<file path="src/hw/rtl/xyzz_ram.sv">
module xyzz_ram #(
    parameter int WIDTH = 64,
    parameter int DEPTH = 32
) (
    input  logic                     clk,
    input  logic                     we,
    input  logic [$clog2(DEPTH)-1:0] waddr,
    input  logic [WIDTH-1:0]         wdata,
    input  logic [$clog2(DEPTH)-1:0] raddr,
    output logic [WIDTH-1:0]         rdata
);

    logic [WIDTH-1:0] mem [DEPTH];

    always_ff @(posedge clk)
    begin
        if (we)
        begin
            mem[waddr] <= wdata;
        end
        rdata <= mem[raddr];
    end

endmodule

</file>
<file path="config.mk">
export PLATFORM = sky130hd
export DESIGN_NAME = xyzz_ram
export DESIGN_NICKNAME = d
export VERILOG_FILES = /design/src/hw/rtl/xyzz_ram.sv
export SDC_FILE = /design/constraint.sdc
export NUM_CORES = 2
export LEC_CHECK = 0
export BUFFER_PORTS_ARGS = -buffer_cell sky130_fd_sc_hd__clkbuf_2
export CAP_MARGIN = 20
export CORE_AREA = 2 2 413 415
export DETAILED_ROUTE_END_ITERATION = 16
export DIE_AREA = 0 0 415 417
export MAX_ROUTING_LAYER = met4
export PLACE_DENSITY = 0.73
export SLEW_MARGIN = 20
export SYNTH_ARGS = -nofsm -noshare
export SYNTH_HDL_FRONTEND = slang
export SYNTH_SLANG_ARGS = --single-unit
export TNS_END_PERCENT = 20
</file>
<file path="constraint.sdc">
create_clock -name clk -period 6.1 [get_ports clk]
set_input_delay 1.22 -clock clk [delete_from_list [all_inputs] [get_ports clk]]
set_output_delay 1.22 -clock clk [all_outputs]
set_load 0.005 [all_outputs]
</file>
==> qor.yml <==
cts_buffers: 198
ys_seq_area_frac: 0.7950
worst-setup-path-type: "input pin to flop"
p_per_area_nw_per_um2: 332.7
synth_seq_cells: 2112
dpl.hpwl_um: 91210
postCtsSetupBuffers: 0
finalCritPeriodShare: 0.5324
drv_cap: 0
setup_violations: 0
dieArea_um2: 173100
critPathLaunchType: "input pin"
dp.cells: 5388
synthesis.area_um2: 78960
p_int_mw: 23.66
root_buffer: "clkbuf_16"
p_comb_frac: 0.045
drt_drc_violations_left: 0
rows: 151
antenna_left: 0
clk_pin_slew_ps: 60
viasPerCell: 6.076
grt_overflow: 0
clock-sinks: 2112
synth_top_cell_area_share: 0.7788
clkLatencyLatePin_ps: 830
rsz0062_at_grt: "false"
grt_pass1_vias: 35940
gp_congestion: 0.7499
synth-edff-count: 2048
p_leak_nw: 27.82
wl_per_cell_um: 31.46
yosysWarnings: 0
nNetsFinal: 3446
pwr-share-clk: 0.410
final_hold_viol_count: 0
ir_worst_vdd_v: 0.0003070
cts_tree: "done"
syn_nets: 3173
worst_ep_arrival_time_ps: 3660
io_buffers: 139
fmax_mhz: 307.9
initial_core_util: 0.4686
dieWidth_um: 415
drtIter0Drc: 4677
fill_cells: 12250
hold_path_class: "flop to flop"
async_flop_share: 0
grt_start_max_net_pins: 87
drive_gt1_frac: 0.3427
synth_area_leaders: "edfxtp_1 (78%), mux4_2 (17%), dfxtp_1 (1.6%)"
busiest_layer: "met2"
outcome: "finished clean"
fin_worst_skew_ps: 50.16
syn_to_final_growth_pct: 13.40
grt_use_met1: 0.2862
fin_cells: 5770
yosysUniqueCellTypes: 31
worstPathMaxFanout: 27
slew_viol_final: 0
design.core.area_um2: 168500
synthFlopType: "edfxtp_1"
firstDrtPassIters: 5
clockBufferDepth: 3
p_seq_frac: 0.545
switchingPower_mw: 6.126
critPathRequiredTime_ps: 6520
grt_pass1_wl_um: 260800
grt.met2_usage: 0.3487
grtUsageTotal: 0.2174
ios: 140
critPathCaptureType: "flop"
relSlewSlack: 0.2235
die_h_um: 417
worst_slew_pin_slew_ps: 1165
hold_slack_ps: 774.2
cts_resized: 0
met3_usage: 0.04049
syn-instance-count: 3097
synth.largest_area_cell: "edfxtp_1"
fin_setup_tns_ps: 0
htree_levels: 4
synth_area_per_cell_um2: 25.50
fin_crit_ps: 3247
routed_wirelength_um: 181500
vias: 35060
antenna_found_initial: 13
cts_hold_buf: 0
switching_share: 0.2056
-- power groups by stage --
stage	logic, mW	clock network (mW)	registers, mW
finish	1.35	12.2	16.2
global route	1.45	12.9	16.2
CTS	1.37	12.4	16.2
detailed placement	1.36	0	16.5
global placement	1.34	0	16.5
floorplan	0.809	0	16.5
-- cells by family (layout without fill, tap and decap cells) --
family | after synthesis | count (layout) | synth area share
DFF | 2112 | 2112 | 0.7950
and+or+nand+nor | 64 | 64 | 0.003787
AOI/OAI and AO/OA | 50 | 50 | 0.004659
other | 0 | 10 | 0
muxes | 714 | 714 | 0.1871
buffers and inverters | 157 | 602 | 0.009444
-- cell usage in the layout, fill, tap and decap left out, types with 3 or more instances in the layout --
cell type	Yosys	routed
bufinv_16	0	15
clkbuf_2	0	134
a221oi_1	12	12
o221ai_1	3	3
nand2_1	3	3
o211ai_1	3	3
o31a_1	3	3
diode_2	0	10
clkinvlp_4	0	3
clkbuf_8	0	18
buf_8	0	3
o22ai_1	10	10
clkinv_16	0	6
buf_12	0	29
clkinv_1	0	43
clkbuf_16	0	200
o21ai_0	9	9
nor2_4	0	32
nand3b_1	5	5
buf_4	14	61
mux2_2	74	74
inv_6	0	5
edfxtp_1	2048	2048
a22oi_1	3	3
dfxtp_1	64	64
nor2b_1	4	4
a211oi_1	3	3
o2bb2ai_1	3	3
nor2_1	41	9
mux4_2	602	602
clkinv_2	0	23
and2_1	3	3
clkbuf_1	55	55
mux2i_1	38	38
-- worst max-delay path, stage by stage --
cell	delay, ps
clkbuf_2	130
nand3b_1	690
nor2_4	970
buf_4	610
-- flip-flops by register name, indices dropped and copies added (netlist names) --
register  flops
rdata        64
mem        2048
-- metal layers --
layer / wire (um) / up-vias
met4: 5182 / 0
met1: 68070 / 18730
li1: - / 14050
met5: 0 / -
met3: 16840 / 328
met2: 91410 / 1953
-- cells in the mapped netlist (3+ instances only) --
library cell,instances
a22oi_1,3
and2_1,3
nand2_1,3
clkbuf_1,55
o2bb2ai_1,3
mux2_2,74
o211ai_1,3
o31a_1,3
nor2_1,41
mux2i_1,38
o221ai_1,3
buf_6,3
o21ai_0,9
a221oi_1,12
a211oi_1,3
o22ai_1,10
mux4_2,602
nor2b_1,4
buf_2,65
edfxtp_1,2048
dfxtp_1,64
nand3b_1,5
buf_4,14
buf_1,19
-- final timing paths --
check,startpoint,endpoint,slack [ps],cells after the start
worst min-delay path,mem[5][13],rdata[13],770,3
worst max register to register,mem[23][24],rdata[24],4260,3
worst max-delay path,waddr[1],mem[29][46],2850,4
worst min register to register,mem[5][13],rdata[13],770,3
-- metrics by stage --
step | total power, mW | utilization | area [um2] | setup slack (ps)
after global placement | 17.87 | 0.4926 | 83010 | 2082
after CTS | 30.00 | 0.5312 | 89520 | 2852
after floorplan | 17.31 | - | 78960 | 1058
after detailed placement | 17.90 | 0.4926 | 83010 | 2029
final | 29.79 | 0.5313 | 89540 | 2853
after global routing | 30.62 | 0.5313 | 89540 | 2817
-- area by class of cell --
cell class,count,area (um2),area share
tap,2218,2775,0.03099
clock buffer,273,5459,0.06096
antenna,10,25.02,0.0002795
sequential,2112,62780,0.7011
timing repair buffer,229,1777,0.01984
inverter,1,3.754,0.00004192
clock inverter,99,1046,0.01168
multi-input combinational,828,15680,0.1751
Note: power is estimated with default switching activity, not from simulation.
